[config.mk]
export PLATFORM = sky130hd
export DESIGN_NAME = ethertype_ipproto_packet_filter_core
export DESIGN_NICKNAME = d
export VERILOG_FILES = /design/src/sv/pfilt_pkg.sv /design/src/sv/ethertype_ipproto_packet_filter_core.sv /design/src/sv/pfilt_scan.sv
export SDC_FILE = /design/constraint.sdc
export NUM_CORES = 1
export LEC_CHECK = 0
export BUFFER_PORTS_ARGS = -buffer_cell sky130_fd_sc_hd__buf_4
export CORE_MARGIN = 5
export CORE_UTILIZATION = 55
export DETAILED_ROUTE_END_ITERATION = 7
export PLACE_DENSITY = 0.76
export SYNTH_ARGS = -nofsm -noshare
export SYNTH_HDL_FRONTEND = slang
export SYNTH_SLANG_ARGS = --single-unit
[constraint.sdc]
create_clock -name clk -period 2.9 [get_ports clk]
set_clock_uncertainty 0.15 [all_clocks]
set_input_delay 0.725 -clock clk [delete_from_list [all_inputs] [get_ports clk]]
set_output_delay 0.725 -clock clk [all_outputs]
set_load 0.02 [all_outputs]
[src/sv/pfilt_pkg.sv]
// shared types and constants of the ethertype / ip protocol packet filter
package pfilt_pkg;

	localparam int OUT_CNT_W  = 48;
	localparam int CFG_IDX_W  = 2;
	localparam int CFG_DATA_W = 6;

	localparam logic [15:0] TYPE_IPV4 = 16'h0800;
	localparam logic [15:0] TYPE_VLAN = 16'h8100;

	localparam logic [15:0] OFS_TYPE_HI  = 16'd12;
	localparam logic [15:0] OFS_TYPE_LO  = 16'd13;
	localparam logic [15:0] OFS_INNER_HI = 16'd16;
	localparam logic [15:0] OFS_INNER_LO = 16'd17;
	localparam logic [15:0] OFS_PROTO    = 16'd23;
	localparam logic [15:0] OFS_PROTO_VL = 16'd27;
	localparam logic [15:0] MIN_TYPE_LEN = 16'd14;
	localparam logic [15:0] OFS_MAX      = 16'hFFFF;

	localparam logic REQ_BYTE  = 1'b0;
	localparam logic REQ_WRITE = 1'b1;

	localparam logic KIND_ETYPE = 1'b0;
	localparam logic KIND_PROTO = 1'b1;

	localparam logic ACT_PASS = 1'b0;
	localparam logic ACT_DROP = 1'b1;

	localparam logic [CFG_IDX_W-1:0] CFG_MATCH_ACTION   = 2'd0;
	localparam logic [CFG_IDX_W-1:0] CFG_DEFAULT_ACTION = 2'd1;
	localparam logic [CFG_IDX_W-1:0] CFG_ENTRY_COUNT    = 2'd2;

	typedef struct packed {
		logic        kind;
		logic [15:0] value;
	} tbl_entry_t;

	typedef struct packed {
		logic       en;
		logic [4:0] index;
		tbl_entry_t entry;
	} tbl_wr_t;

	typedef struct packed {
		logic        outer_ok;
		logic [15:0] outer_type;
		logic        proto_seen;
		logic [7:0]  proto_number;
	} match_key_t;

	typedef struct packed {
		logic done;
		logic hit;
	} scan_res_t;

endpackage

[src/sv/ethertype_ipproto_packet_filter_core.sv]
// ethertype / ip protocol packet filter top level
//
//  channel | handshake             | beat
//  --------+-----------------------+------------------------------------------------
//  in      | in_valid / in_ready   | req_type pkt_byte last_byte entry_* (byte or entry)
//  out     | out_valid / out_ready | verdict matched frame_length counters
//  cfg     | cfg_valid / cfg_ready | cfg_index cfg_data
//
// each frame byte and each table write is one beat on the in channel
// a last byte starts a scan of min(entry_count, TABLE_ENTRIES) entries, one memory read each;
// in_ready stays low through S_SCAN and S_EMIT and returns when the result register takes the verdict
// the result register frees the input side; a stalled output only holds a later frame end
// reset clears counters, parse state and registers; the table holds no reset value
// cfg_ready is always high
module ethertype_ipproto_packet_filter_core
	import pfilt_pkg::*;
#(
	parameter int TABLE_ENTRIES = 32,
	parameter int COUNTER_BITS  = 48
) (
	input  logic                  clk,
	input  logic                  arst_n,
	input  logic                  cfg_valid,
	output logic                  cfg_ready,
	input  logic [CFG_IDX_W-1:0]  cfg_index,
	input  logic [CFG_DATA_W-1:0] cfg_data,
	input  logic                  in_valid,
	output logic                  in_ready,
	input  logic                  req_type,
	input  logic [7:0]            pkt_byte,
	input  logic                  last_byte,
	input  logic [4:0]            entry_index,
	input  logic                  entry_kind,
	input  logic [15:0]           entry_value,
	output logic                  out_valid,
	input  logic                  out_ready,
	output logic                  verdict,
	output logic                  matched,
	output logic [15:0]           frame_length,
	output logic [OUT_CNT_W-1:0]  passed_frames,
	output logic [OUT_CNT_W-1:0]  dropped_frames,
	output logic [OUT_CNT_W-1:0]  passed_bytes
);

	typedef enum logic [1:0] {
		S_IDLE,
		S_SCAN,
		S_EMIT
	} state_t;

	state_t                  state_q;
	logic                    match_action_q;
	logic                    default_action_q;
	logic [5:0]              entry_count_q;
	logic [15:0]             offset_q;
	logic [15:0]             outer_type_q;
	logic [15:0]             inner_type_q;
	logic [7:0]              proto_q;
	logic                    proto_seen_q;
	logic                    hit_q;
	logic [COUNTER_BITS-1:0] pass_cnt_q;
	logic [COUNTER_BITS-1:0] drop_cnt_q;
	logic [COUNTER_BITS-1:0] byte_cnt_q;
	logic                    out_valid_q;
	logic                    verdict_q;
	logic                    matched_q;
	logic [15:0]             len_q;
	logic [COUNTER_BITS-1:0] pass_out_q;
	logic [COUNTER_BITS-1:0] drop_out_q;
	logic [COUNTER_BITS-1:0] bytes_out_q;

	logic       in_acc;
	logic       byte_acc;
	logic       out_free;
	logic       verdict_nx;
	tbl_wr_t    tbl_wr;
	match_key_t key;
	scan_res_t  scan_res;

	assign cfg_ready  = 1'b1;
	assign in_ready   = (state_q == S_IDLE);
	assign in_acc     = in_valid && in_ready;
	assign byte_acc   = in_acc && (req_type == REQ_BYTE);
	assign out_free   = !out_valid_q || out_ready;
	assign verdict_nx = hit_q ? match_action_q : default_action_q;

	assign tbl_wr.en          = in_acc && (req_type == REQ_WRITE);
	assign tbl_wr.index       = entry_index;
	assign tbl_wr.entry.kind  = entry_kind;
	assign tbl_wr.entry.value = entry_value;

	assign key.outer_ok     = (offset_q >= MIN_TYPE_LEN);
	assign key.outer_type   = outer_type_q;
	assign key.proto_seen   = proto_seen_q;
	assign key.proto_number = proto_q;

	pfilt_scan #(
		.TABLE_ENTRIES(TABLE_ENTRIES)
	) u_scan (
		.clk        (clk),
		.arst_n     (arst_n),
		.wr         (tbl_wr),
		.start      (byte_acc && last_byte),
		.entry_count(entry_count_q),
		.key        (key),
		.res        (scan_res)
	);

	always_ff @(posedge clk or negedge arst_n) begin
		if (!arst_n) begin
			match_action_q   <= ACT_PASS;
			default_action_q <= ACT_PASS;
			entry_count_q    <= '0;
		end else if (cfg_valid && cfg_ready) begin
			unique case (cfg_index)
				CFG_MATCH_ACTION:   match_action_q   <= cfg_data[0];
				CFG_DEFAULT_ACTION: default_action_q <= cfg_data[0];
				CFG_ENTRY_COUNT:    entry_count_q    <= cfg_data;
				default: ;
			endcase
		end
	end

	always_ff @(posedge clk or negedge arst_n) begin
		if (!arst_n) begin
			state_q      <= S_IDLE;
			offset_q     <= '0;
			outer_type_q <= '0;
			inner_type_q <= '0;
			proto_q      <= '0;
			proto_seen_q <= 1'b0;
			hit_q        <= 1'b0;
			pass_cnt_q   <= '0;
			drop_cnt_q   <= '0;
			byte_cnt_q   <= '0;
			out_valid_q  <= 1'b0;
			verdict_q    <= ACT_PASS;
			matched_q    <= 1'b0;
			len_q        <= '0;
			pass_out_q   <= '0;
			drop_out_q   <= '0;
			bytes_out_q  <= '0;
		end else begin
			if (out_valid_q && out_ready && (state_q != S_EMIT)) begin
				out_valid_q <= 1'b0;
			end
			unique case (state_q)
				S_IDLE: begin
					if (byte_acc) begin
						if (offset_q == OFS_TYPE_HI) outer_type_q[15:8] <= pkt_byte;
						if (offset_q == OFS_TYPE_LO) outer_type_q[7:0]  <= pkt_byte;
						if (offset_q == OFS_INNER_HI) inner_type_q[15:8] <= pkt_byte;
						if (offset_q == OFS_INNER_LO) inner_type_q[7:0]  <= pkt_byte;
						if ((offset_q == OFS_PROTO && outer_type_q == TYPE_IPV4) ||
							(offset_q == OFS_PROTO_VL && outer_type_q == TYPE_VLAN &&
							inner_type_q == TYPE_IPV4)) begin
							proto_q      <= pkt_byte;
							proto_seen_q <= 1'b1;
						end
						if (offset_q != OFS_MAX) begin
							offset_q <= offset_q + 16'd1;
						end
						if (last_byte) begin
							state_q <= S_SCAN;
						end
					end
				end
				S_SCAN: begin
					if (scan_res.done) begin
						hit_q   <= scan_res.hit;
						state_q <= S_EMIT;
					end
				end
				S_EMIT: begin
					if (out_free) begin
						out_valid_q <= 1'b1;
						verdict_q   <= verdict_nx;
						matched_q   <= hit_q;
						len_q       <= offset_q;
						if (verdict_nx == ACT_PASS) begin
							pass_cnt_q  <= pass_cnt_q + 1'b1;
							byte_cnt_q  <= byte_cnt_q + COUNTER_BITS'(offset_q);
							pass_out_q  <= pass_cnt_q + 1'b1;
							bytes_out_q <= byte_cnt_q + COUNTER_BITS'(offset_q);
							drop_out_q  <= drop_cnt_q;
						end else begin
							drop_cnt_q  <= drop_cnt_q + 1'b1;
							drop_out_q  <= drop_cnt_q + 1'b1;
							pass_out_q  <= pass_cnt_q;
							bytes_out_q <= byte_cnt_q;
						end
						offset_q     <= '0;
						outer_type_q <= '0;
						inner_type_q <= '0;
						proto_q      <= '0;
						proto_seen_q <= 1'b0;
						state_q      <= S_IDLE;
					end
				end
				default: state_q <= S_IDLE;
			endcase
		end
	end

	assign out_valid      = out_valid_q;
	assign verdict        = verdict_q;
	assign matched        = matched_q;
	assign frame_length   = len_q;
	assign passed_frames  = OUT_CNT_W'(pass_out_q);
	assign dropped_frames = OUT_CNT_W'(drop_out_q);
	assign passed_bytes   = OUT_CNT_W'(bytes_out_q);

endmodule

[src/sv/pfilt_scan.sv]
// match table memory and the sequential entry scan
module pfilt_scan
	import pfilt_pkg::*;
#(
	parameter int TABLE_ENTRIES = 32
) (
	input  logic       clk,
	input  logic       arst_n,
	input  tbl_wr_t    wr,
	input  logic       start,
	input  logic [5:0] entry_count,
	input  match_key_t key,
	output scan_res_t  res
);

	localparam int IDX_W = (TABLE_ENTRIES > 1) ? $clog2(TABLE_ENTRIES) : 1;
	localparam int CNT_W = $clog2(TABLE_ENTRIES + 1);

	tbl_entry_t       tbl_mem_q [TABLE_ENTRIES];
	tbl_entry_t       rd_data_s1;
	logic             rd_vld_s1;
	logic             busy_q;
	logic             hit_q;
	logic [CNT_W-1:0] addr_q;
	logic [CNT_W-1:0] n_q;
	logic [CNT_W-1:0] n_lim;
	logic             issue;
	logic             wr_ok;
	logic             entry_hit;

	assign n_lim = (32'(entry_count) > TABLE_ENTRIES) ? CNT_W'(TABLE_ENTRIES)
		: CNT_W'(entry_count);
	assign issue = busy_q && (addr_q < n_q);
	assign wr_ok = wr.en && (32'(wr.index) < TABLE_ENTRIES);

	always_ff @(posedge clk) begin
		if (wr_ok) begin
			tbl_mem_q[IDX_W'(wr.index)] <= wr.entry;
		end
	end

	always_ff @(posedge clk) begin
		if (issue) begin
			rd_data_s1 <= tbl_mem_q[addr_q[IDX_W-1:0]];
		end
	end

	always_comb begin
		if (rd_data_s1.kind == KIND_ETYPE) begin
			entry_hit = key.outer_ok && (rd_data_s1.value == key.outer_type);
		end else begin
			entry_hit = key.proto_seen && (rd_data_s1.value[7:0] == key.proto_number);
		end
	end

	always_ff @(posedge clk or negedge arst_n) begin
		if (!arst_n) begin
			busy_q    <= 1'b0;
			hit_q     <= 1'b0;
			addr_q    <= '0;
			n_q       <= '0;
			rd_vld_s1 <= 1'b0;
		end else if (start && !busy_q) begin
			busy_q    <= 1'b1;
			hit_q     <= 1'b0;
			addr_q    <= '0;
			n_q       <= n_lim;
			rd_vld_s1 <= 1'b0;
		end else begin
			rd_vld_s1 <= issue;
			if (issue) begin
				addr_q <= addr_q + 1'b1;
			end
			if (rd_vld_s1 && entry_hit) begin
				hit_q <= 1'b1;
			end
			if (res.done) begin
				busy_q <= 1'b0;
			end
		end
	end

	assign res.done = busy_q && !issue && !rd_vld_s1;
	assign res.hit  = hit_q;

endmodule

==> parameters.txt, run 1 <==
Parameter                              Value

Outcome
  Run status    complete, no violations

Global routing
  Initial antenna violation count    2
  Pin count of the biggest net entering global routing    68
  Global-route usage over all layers    24.5%
  Aggregate global routing overflow    0
  Wire length of the first global-routing pass    123 mm
  Vias in the first global route    19993

Clock tree
  Number of buffers created by CTS    82
  # clock sinks    807
  Deepest level of the CTS H-tree    3
  Maximum buffer depth of the clock tree    3
  Clock tree from TritonCTS    built
  Number of buffers inserted by post-CTS setup repair    0
  Clock root buffer    clkbuf_16
  Clock Latency Late Sink    640 ps
  CTS clk-pin slew, worst paths    60 ps

Placed design
  Port Buffer Count    208
  Placed wire-length estimate    50.8 mm
  Cell area reported after detailed placement    36800 sq um
  Number of placed instances with taps included    2986
  Final RePlAce weighted congestion    0.866
  Worst setup timing slack at the placement stage    153 ps

Synthesis
  Cells after Synth    1970
  Mapped cell area    33400 sq um
  Predominant post-synthesis flop cell    edfxtp_1
  Per-instance average area after synthesis    17.0 sq um
  Sequential element share of the synthesized area    68.8%
  Netlist cell types    68
  Synthesized net count    2044
  Warnings from Yosys    0
  Share of synthesized flip-flops with an asynchronous set or reset    30.5%
  Synthesis-stage register bit count    807
  Post-synth EDFFs    561

Worst setup path
  Maximum net fanout on the critical path    19
  Element type at the critical path end    flip-flop
  Setup slack, reg-to-reg    140 ps
  Critical path type    flip-flop to flip-flop
  Worst Setup Start Kind    flip-flop
  Data required time of the worst path    3240 ps
  Endpoint arrival time on the critical path    3100 ps

Min path
  Class of the tightest hold or removal check    primary input to flip-flop

STA
  Setup TNS after final layout    0 ps
  Crit path time final    2760 ps
  Final critical-path setup slack    140 ps
  Max-slew headroom    21.4%
  Final slew viol count    0
  Number of hold violations in the final report    0
  Count of final setup violators    0
  Tightest Pin Transition    1180 ps
  Maximum clock rate    362 MHz
  Crit share post-route    95.2%
  Setup repair after global routing missed its margin    false

Floorplanning
  Number of primary I/O pins    210
  Effective utilization at floorplan    55.5%
  Floorplan die area    65800 sq um
  # rows    90
  Vertical die dimension    257 um
  Overall die width    257 um
  Core box area    60200 sq um

Power and ir drop
  Share of power burned in the clock network    31.7%
  Overall power    32400 uW
  Sequential fraction of design power    43.2%
  Maximum VDD drop    606 uV
  Total internal power    23200 uW
  Switching power total    9190 uW
  Leakage component of the power    0.0147 uW
  Share of total power in combinational logic    25.0%
  Power per cell area    822 nW/um^2
  Switch share    28.3%

Detailed routing
  DR vias/cell    6.16
  DRT iter0 DRCs    1793
  Pre-antenna DRT Iters    7
  Routed len/inst    25.8 um
  Routed wire length    81.0 mm
  Total via count in the routed design    19318
  # DRC    0
  Antenna viol nets, final    0

Cells and area
  Design area    39400 sq um
  Post-layout net count    2363
  Synthesis-to-layout area growth    18.0%
  Most frequent cells in the layout    edfxtp_1 (561), buf_4 (277), dfrtp_1 (242), mux4_2 (170), nand2_1 (115)
  Layout Cells excl Fill    3137
  Commonest non-fill, non-tap cell in the layout    edfxtp_1
  Ratio of cells with drive above 1 in the final layout    30.5%

Job
  Maximum capacitance violations    0
-- per-stage QoR --
| stage | util, % | hold slack (ps) |
|---|---|---|
| 2_1_floorplan | - | 279 |
| 3_3_place_gp | 61.0 | 314 |
| 3_5_place_dp | 61.0 | 321 |
| 4_1_cts | 65.4 | 146 |
| 5_1_grt | 65.4 | 151 |
| 6_report | 65.4 | 180 |
-- per-layer routing --
metal | up-vias | track usage, % | part of all wire (%)
met2 | 881 | 41.8 | 51
met3 | 148 | 4.96 | 7.5
met5 | - | 0 | 0.014
li1 | 8267 | - | -
met4 | 2 | 6.10 | 2.3
met1 | 10020 | 32.9 | 39
-- power by group through the flow --
| stage | clock network [uW] | logic (uW) | registers (uW) |
|---|---|---|---|
| 3_3_place_gp | 0 | 7920 | 14200 |
| 3_5_place_dp | 0 | 8120 | 14200 |
| 5_1_grt | 10900 | 8700 | 14100 |
| 4_1_cts | 10400 | 8220 | 14000 |
| 2_1_floorplan | 0 | 5560 | 14000 |
| 6_report | 10300 | 8120 | 14000 |
-- Yosys cell counts, drive strengths merged (5+ instances only) --
library cell  count  area share (%)
xnor2           110             2.9
a21oi            29            0.49
nand2           115             1.3
nand2b            9            0.17
a21boi            6            0.13
inv              25            0.28
a21o              6            0.13
and2             20            0.37
o2111ai           7            0.18
o211ai            7            0.16
nand3            64            0.97
and3             26            0.49
dfrtp           246              18
o21ai            40            0.60
clkbuf           36            0.40
nor2b             5           0.094
mux4            170              11
nor3             34            0.58
nor2            104             1.2
buf              35            0.58
ha               28             1.0
edfxtp          561              50
nand3b            7            0.16
a211oi            7            0.16
nand4            39            0.73
xor2             67             1.8
and4             24            0.63
nor4             19            0.40
mux2             84             2.8
-- cell families (layout without fill, tap and decap cells) --
| family | after synthesis | after routing | share of synthesized area, % |
|---|---|---|---|
| compound gates | 118 | 118 | 2.27 |
| xor+xnor | 177 | 177 | 4.64 |
| fa+ha+maj | 29 | 29 | 1.11 |
| buf+inv | 96 | 480 | 1.26 |
| flops | 807 | 807 | 68.8 |
| mux | 258 | 258 | 14.4 |
| other cells | 1 | 2 | 0.0112 |
| simple gates | 484 | 484 | 7.48 |
-- state kept, by name, indices dropped and copies added, names as in the netlist, 8 cells and up --
signal / cells
passed_frames: 48
inner_type_q: 16
dropped_frames: 48
proto_q: 8
frame_length: 16
passed_bytes: 48
outer_type_q: 16
offset_q: 16
u_scan.tbl_mem_q: 544
u_scan.rd_data_s1: 17
-- worst max-delay path: stages, from the launching register on --
cell and delay [ps]:
dfrtp_1 380, ha_1 320, a21o_1 220, a2111oi_0 540, nor2_1 220, nand2_1 170
buf_12 210, mux2i_1 400
-- timing repair --
item,in CTS,in global routing
gates resized for setup,0,7
hold endpoints to repair,59,0
hold buffers,1,0
setup endpoints to repair,0,61
-- cell type report --
class / instances / area [sq um]
Sequential cell: 807 / 23000
Tap cell: 782 / 978
Fill cell: 3996 / 20800
Multi-Input combinational cell: 1067 / 10100
Clock inverter: 43 / 443
Clock buffer: 106 / 2160
Inverter: 25 / 93.8
Antenna cell: 1 / 2.50
Timing Repair Buffer: 306 / 2650
-- final timing paths --
path                            cells after the start                from                  to
worst min-delay path                                2         cfg_data[3]    entry_count_q[3]
worst max register to register                      7    u_scan.addr_q[4]    u_scan.addr_q[0]
min in group asynchronous                           2              arst_n    passed_bytes[40]
worst min register to register                      1  dropped_frames[47]  dropped_frames[47]
max in group asynchronous                           3              arst_n  dropped_frames[43]
worst max-delay path                                7    u_scan.addr_q[4]    u_scan.addr_q[0]
Note: power is estimated with default switching activity, not from simulation.
==> inputs of run 2 (changes only) <==
--- a/config.mk
+++ b/config.mk
@@ -10,6 +10,7 @@
 export CORE_UTILIZATION = 55
 export DETAILED_ROUTE_END_ITERATION = 7
 export PLACE_DENSITY = 0.76
+export RECOVER_POWER = 25
 export SYNTH_ARGS = -nofsm -noshare
 export SYNTH_HDL_FRONTEND = slang
 export SYNTH_SLANG_ARGS = --single-unit
==> parameters.txt, run 2 (synthesis gave the netlist of run 1 again) <==
Parameter                              Value

Power and ir drop
  Share of power burned in the clock network    31.7% (about the same)
  Power per cell area    823 nW/um^2 (+0.13%)
  Sequential fraction of design power    43.3% (about the same)
  Share of total power in combinational logic    25.0% (about the same)
  Leakage component of the power    0.0146 uW (-0.39%)
  Total internal power    23200 uW (about the same)
  Maximum VDD drop    606 uV (about the same)
  Switching power total    9190 uW (about the same)
  Switch share    28.3% (about the same)

Cells and area
  Synthesis-to-layout area growth    17.8%
  Fill cell count    4012 (+0.40%)
  Ratio of cells with drive above 1 in the final layout    29.8% (-0.68 points)
  Most frequent cells in the layout    edfxtp_1 (561), buf_4 (261), dfrtp_1 (242), mux4_2 (170), nand2_1 (115)
  Post-layout net count    2363 (unchanged)
  Commonest non-fill, non-tap cell in the layout    edfxtp_1
  Max reg flops    544 (unchanged)
  Register ranked first by flip-flop count    u_scan.tbl_mem_q
  Layout Cells excl Fill    3139 (+0.064%)

Clock tree
  # clock sinks    807 (unchanged)
  Deepest level of the CTS H-tree    3 (unchanged)
  Clock tree from TritonCTS    built
  Maximum buffer depth of the clock tree    3 (unchanged)
  Clock Latency Late Sink    640 ps (about the same)
  Clock root buffer    clkbuf_16
  CTS clk-pin slew, worst paths    60 ps (about the same)
  Number of buffers created by CTS    82 (unchanged)

STA
  Max-slew headroom    1.28% (-20 points)
  Maximum clock rate    362 MHz (about the same)
  Final slew viol count    0 (unchanged)
  Count of final setup violators    0 (unchanged)
  Tightest Pin Transition    1480 ps (+303 ps)
  Crit share post-route    95.3% (about the same)
  Setup repair after global routing missed its margin    false
  Final critical-path setup slack    137 ps (-2.62 ps)
  Number of hold violations in the final report    0 (unchanged)
  Crit path time final    2760 ps (+2.62 ps)
  Post-Route Hold Slack    181 ps (+0.376 ps)

Worst setup path
  Worst Setup Start Kind    flip-flop
  Data required time of the worst path    3230 ps (about the same)
  Endpoint arrival time on the critical path    3100 ps (about the same)
  Maximum net fanout on the critical path    19 (unchanged)
  Element type at the critical path end    flip-flop
  Critical path type    flip-flop to flip-flop

Floorplanning
  Number of primary I/O pins    210 (unchanged)
  Core box area    60200 sq um (unchanged)
  Effective utilization at floorplan    55.5% (unchanged)
  Overall die width    257 um (unchanged)
  # rows    90 (unchanged)
  Vertical die dimension    257 um (unchanged)
  Floorplan die area    65800 sq um (unchanged)

Global routing
  Pin count of the biggest net entering global routing    68 (unchanged)
  Initial antenna violation count    3 (+1)
  Aggregate global routing overflow    0 (unchanged)
  Wire length of the first global-routing pass    123 mm (unchanged)
  Global-route usage over all layers    24.5% (unchanged)
  Vias in the first global route    19993 (unchanged)

Placed design
  Final RePlAce weighted congestion    0.866 (unchanged)
  Number of placed instances with taps included    2986 (unchanged)
  Port Buffer Count    208 (unchanged)
  Placed wire-length estimate    50.8 mm (unchanged)
  Worst setup timing slack at the placement stage    153 ps (unchanged)

Detailed routing
  Routed wire length    81.0 mm (about the same)
  Total via count in the routed design    19381 (+0.33%)
  Routed len/inst    25.8 um (-0.16%)
  # DRC    0 (unchanged)
  Pre-antenna DRT Iters    5 (-2)
  DR vias/cell    6.17 (+0.26%)
  Antenna viol nets, final    0 (unchanged)
  DRT iter0 DRCs    1847 (+3.0%)

Outcome
  Run status    complete, no violations

Job
  Maximum capacitance violations    0 (unchanged)

Min path
  Class of the tightest hold or removal check    primary input to flip-flop
==> run 2: path summary, 6_finish.rpt <==
path	slack, ps	end	start	depth (start not counted)
worst max-delay path	140	u_scan.addr_q[0]	u_scan.addr_q[4]	7
worst min-delay path	180	entry_count_q[3]	cfg_data[3]	2
worst max register to register	140	u_scan.addr_q[0]	u_scan.addr_q[4]	7
worst min register to register	330	dropped_frames[47]	dropped_frames[47]	1
max in group asynchronous	1280	dropped_frames[43]	arst_n	3
min in group asynchronous	500	passed_bytes[40]	arst_n	2
==> run 2: area by class of cell <==
type                    count  area [sq um]  share of cell area, %
inverters                  25          93.8                  0.238
well taps                 782           978                   2.49
repair buffers            306          2580                   6.57
multi-input cells        1067         10100                   25.6
clock inverters            43           443                   1.12
diodes                      3          7.51                 0.0191
flip-flops and latches    807         23000                   58.4
clock buffers             106          2160                   5.49
==> run 2: metal layers <==
| metal | GRT usage, % | share of wire [%] | up-vias |
|---|---|---|---|
| li1 | - | - | 8277 |
| met3 | 4.96 | 7.9 | 159 |
| met2 | 41.8 | 51 | 936 |
| met5 | 0 | 0.014 | - |
| met4 | 6.10 | 2.4 | 2 |
| met1 | 32.9 | 39 | 10007 |
==> run 2: stage by stage <==
step / utilization (%) / cell area [sq um] / power, uW / TNS [ps]
after floorplan: - / 33500 / 19600 / -27790
after global placement: 61.0 / 36800 / 22100 / 0
after detailed placement: 61.0 / 36800 / 22300 / 0
after CTS: 65.4 / 39400 / 32700 / 0
after global routing: 65.3 / 39400 / 33700 / 0
final: 65.4 / 39400 / 32400 / 0
==> run 2: power groups by stage <==
stage                     clock, uW  combinational (uW)  sequential, uW
after floorplan                   0                5560           14000
after global placement            0                7920           14200
after detailed placement          0                8120           14200
after CTS                     10400                8220           14000
after global routing          10900                8690           14100
final                         10300                8100           14000
==> run 2: worst max-delay path, cell delays in order, from the launching register on <==
cell       delay, ps
dfrtp_1          380
ha_1             320
a21o_1           220
a2111oi_0        540
nor2_1           220
nand2_1          170
buf_12           210
mux2i_1          400
==> run 2: timing repair <==
| action | CTS | global route |
|---|---|---|
| hold endpoints to repair | 59 | 0 |
| resized for setup | 0 | 7 |
| setup buffers | 0 | 0 |
| hold buffers | 1 | 0 |
| endpoints found under the setup margin | 0 | 61 |
==> inputs of run 3 (changes only) <==
--- a/config.mk
+++ b/config.mk
@@ -5,11 +5,13 @@
 export SDC_FILE = /design/constraint.sdc
 export NUM_CORES = 1
 export LEC_CHECK = 0
+export ABC_AREA = 1
 export BUFFER_PORTS_ARGS = -buffer_cell sky130_fd_sc_hd__buf_4
+export CORE_ASPECT_RATIO = 2
 export CORE_MARGIN = 5
 export CORE_UTILIZATION = 55
 export DETAILED_ROUTE_END_ITERATION = 7
-export PLACE_DENSITY = 0.76
+export PLACE_DENSITY = 0.84
 export RECOVER_POWER = 25
 export SYNTH_ARGS = -nofsm -noshare
 export SYNTH_HDL_FRONTEND = slang
==> parameters.txt, run 3 <==
Parameter                              Value

Outcome
  Run status    finished, violations left
  Violations in the final reports    max-capacitance violations, max-slew violations

Synthesis
  Warnings from Yosys    0 (unchanged)
  Most area-consuming cells after synthesis    edfxtp_1 (46%), dfrtp_1 (17%), nand2_1 (8.1%)
  Mapped cell area    36300 sq um (+8.7%)
  Post-synth EDFFs    561 (unchanged)
  Top-area cell type share of the netlist area    46.4% (-4.0 points)
  Sequential element share of the synthesized area    63.3% (-5.5 points)
  Synthesis-stage register bit count    807 (unchanged)
  Per-instance average area after synthesis    9.95 sq um (-41%)
  Cell accounting for the most synthesized area    edfxtp_1
  Fraction of the mapped netlist area in adder cells    1.02% (-0.089 points)
  Top-count cell post-synth    nand2_1
  Share of synthesized flip-flops with an asynchronous set or reset    30.5% (unchanged)
  Parity-gate share of the synthesized area counting xor and xnor cells    2.51% (-2.1 points)
  Predominant post-synthesis flop cell    edfxtp_1
  Mux contribution to synthesized area    0.155% (-14 points)
  Main combinational cell family by area after synthesis    simple AND/OR/NAND/NOR gates
  Area share of and/or/nand/nor cells after synthesis    20.1% (+13 points)
  Netlist cell types    47 (-31%)
  Cells after Synth    3651 (+85%)
  Synthesized net count    3725 (+82%)
  Post-synthesis compound-gate area fraction    8.46% (+6.2 points)
  Cell types with the highest counts after synthesis    nand2_1 (780), edfxtp_1 (561), nor2_1 (553)

Detailed routing
  # DRC    0 (unchanged)
  Total via count in the routed design    28688 (+48%)
  Routed len/inst    22.2 um (-14%)
  DRT iter0 DRCs    2639 (+43%)
  DR vias/cell    5.92 (-4.2%)
  Pre-antenna DRT Iters    6 (+1)
  Antenna viol nets, final    0 (unchanged)
  Routed wire length    107 mm (+33%)

Floorplanning
  Floorplan die area    71600 sq um (+8.8%)
  # rows    133 (+48%)
  Overall die width    192 um (-25%)
  Number of primary I/O pins    210 (unchanged)
  Core box area    65600 sq um (+8.8%)
  Vertical die dimension    373 um (+46%)
  Effective utilization at floorplan    55.4% (-0.068 points)

Worst setup path
  Worst r2r path cells    9 (+2)
  CP most frequent cell    nand2_1
  Critical register-to-register path endpoint    u_scan.rd_data_s1[7]
  Top cell family by delay on the critical path    simple AND/OR/NAND/NOR gates
  Endpoint arrival time on the critical path    3010 ps (-90 ps)
  Data required time of the worst path    3170 ps (-60 ps)
  Critical-path cell list    buf_12 -> buf_4 -> or2_2 -> o21ai_0 -> o22ai_1 -> nand2_1 -> nand4_1 -> nand2_1 -> inv_1
  Buffers plus inverters on the worst setup path    3 (+2)
  Delay contributed by the slowest stage of the critical path    620 ps (+80 ps)
  Beginning of the worst register-to-register path    u_scan.addr_q[0]
  Maximum net fanout on the critical path    25 (+6)
  Setup slack, reg-to-reg    160 ps (+20 ps)
  Cell with the largest stage delay on the worst path    dfrtp_4
  Critical path type    flip-flop to flip-flop
  Worst Setup Start Kind    flip-flop
  Element type at the critical path end    flip-flop

STA
  Count of final setup violators    0 (unchanged)
  Crit path time final    2740 ps (-23.4 ps)
  Tightest Pin Transition    2040 ps (+563 ps)
  Crit share post-route    94.5% (-0.81 points)
  Final slew viol count    496 (+496)
  Setup repair after global routing missed its margin    false
  Setup TNS after final layout    0 ps (unchanged)
  Number of hold violations in the final report    0 (unchanged)
  Max-slew headroom    -36.3% (-38 points)
  Post-Route Hold Slack    149 ps (-31.7 ps)
  Maximum clock rate    365 MHz (+0.85%)

Cells and area
  Synthesis-to-layout area growth    15.5%
  Area taken by flip-flops and latches    23000 sq um (about the same)
  Layout Cells excl Fill    4849 (+54%)
  Max reg flops    544 (unchanged)
  Fill cell count    5058 (+26%)
  Commonest non-fill, non-tap cell in the layout    nand2_1
  Post-layout net count    3987 (+69%)
  Register ranked first by flip-flop count    u_scan.tbl_mem_q
  Area of the multi-input gates    11700 sq um (+16%)
  Most frequent cells in the layout    nand2_1 (780), edfxtp_1 (561), nor2_1 (552), o21ai_0 (349), buf_4 (274)
  Ratio of cells with drive above 1 in the final layout    11.8% (-18 points)
  Design area    42000 sq um (+6.6%)

Clock tree
  Clock root buffer    clkbuf_16
  Maximum buffer depth of the clock tree    3 (unchanged)
  Clock tree from TritonCTS    built
  # clock sinks    807 (unchanged)
  Number of buffers created by CTS    70 (-15%)
  CTS clk-pin slew, worst paths    70 ps (about the same)
  Number of buffers inserted by post-CTS setup repair    0 (unchanged)
  Deepest level of the CTS H-tree    3 (unchanged)
  Clock Latency Late Sink    660 ps (+20 ps)

Min path
  Hold Path Stages    2 (unchanged)
  WHS Endpoint    entry_count_q[5]
  Class of the tightest hold or removal check    primary input to flip-flop
  Hold path startpoint    cfg_data[5]

Global routing
  Pin count of the biggest net entering global routing    59 (-13%)
  Vias in the first global route    28423 (+42%)
  Aggregate global routing overflow    0 (unchanged)
  Wire length of the first global-routing pass    162 mm (+31%)
  Global-route usage over all layers    29.8% (+5.3 points)
  Initial antenna violation count    2 (-1)

Power and ir drop
  Overall power    23900 uW (-26%)
  Share of power burned in the clock network    38.5% (+6.8 points)
  Sequential fraction of design power    55.0% (+12 points)
  Switch share    23.8% (-4.5 points)
  Total internal power    18200 uW (-22%)
  Switching power total    5690 uW (-38%)
  Share of total power in combinational logic    6.5% (-19 points)
  Power per cell area    569 nW/um^2 (-31%)
  Leakage component of the power    0.0169 uW (+16%)
  Maximum VDD drop    617 uV (+1.8%)

Placed design
  Placed wire-length estimate    75.9 mm (+50%)
  Final RePlAce weighted congestion    0.971 (+12%)
  Cell area reported after detailed placement    39800 sq um (+8.2%)
  Port Buffer Count    208 (unchanged)
  Number of placed instances with taps included    4717 (+58%)

Job
  Maximum capacitance violations    15 (+15)
## run 3: cell count changes in the layout (fill, tap and decap cells not counted), moves of 60 or more
cell / before / now
nand2_1: 115 / 780
nor2_1: 81 / 552
o21ai_0: 35 / 349
inv_1: 25 / 268
mux4_2: 170 / 0
nand3_1: 63 / 181
xnor2_1: 110 / 38
mux2_2: 75 / 5
o211ai_1: 7 / 69
o22ai_1: 0 / 60
## run 3: layout make-up
class | instances | area share [%]
Antenna cell | 3 | 0.0179
Clock buffer | 91 | 4.52
Clock inverter | 37 | 0.740
Inverter | 276 | 2.48
Multi-Input combinational cell | 2430 | 27.9
Sequential cell | 807 | 54.8
Tap cell | 877 | 2.62
Timing Repair Buffer | 328 | 6.86
## run 3: what timing repair did
item	4_1_cts	5_1_grt
hold endpoints to repair	53	0
hold buffers	1	0
gates resized for setup	0	0
## run 3: worst max path at each step
stage | start | end | slack (ps) | cells past startpoint
finish | u_scan.addr_q[0] | u_scan.rd_data_s1[7] | 160 | 9
global route | u_scan.addr_q[0] | u_scan.rd_data_s1[8] | 70 | 8
CTS | u_scan.addr_q[0] | u_scan.rd_data_s1[16] | 240 | 11
detailed placement | u_scan.addr_q[0] | u_scan.rd_data_s1[7] | 260 | 9
global placement | u_scan.addr_q[0] | u_scan.rd_data_s1[8] | 300 | 8
floorplan | state_q[1] | u_scan.tbl_mem_q[0][0] | 290 | 7
## run 3: power groups by stage
| stage | Sequential, uW | Combinational [uW] | Clock (uW) |
|---|---|---|---|
| after floorplan | 13200 | 966 | 0 |
| after global placement | 13300 | 1480 | 0 |
| after detailed placement | 13400 | 1540 | 0 |
| after CTS | 13100 | 1560 | 9300 |
| after global routing | 13200 | 1760 | 9740 |
| final | 13100 | 1550 | 9190 |
## run 3: cell families after synthesis
family,Yosys count
flip-flops,807
AND/OR/NAND/NOR,1735
AO/OA/AOI/OAI,556
other,1
multiplexers,5
buffers and inverters,414
adder cells (fa/ha/maj),29
XOR/XNOR,104
## run 3: routing by layer
metal	part of all wire [%]	routed length [um]	up-vias	global-route usage, %
li1	-	-	12971	-
met1	32	34100	13623	31.5
met2	50	54100	1640	51.1
met3	8.3	8920	454	5.60
met4	9.5	10300	0	23.7
met5	0	0	-	0
## run 3: per-stage QoR
stage / util (%) / worst slack, ps
floorplan: - / 286
global placement: 60.7 / 303
detailed placement: 60.7 / 263
CTS: 64.1 / 237
global route: 64.0 / 65.3
finish: 64.0 / 160
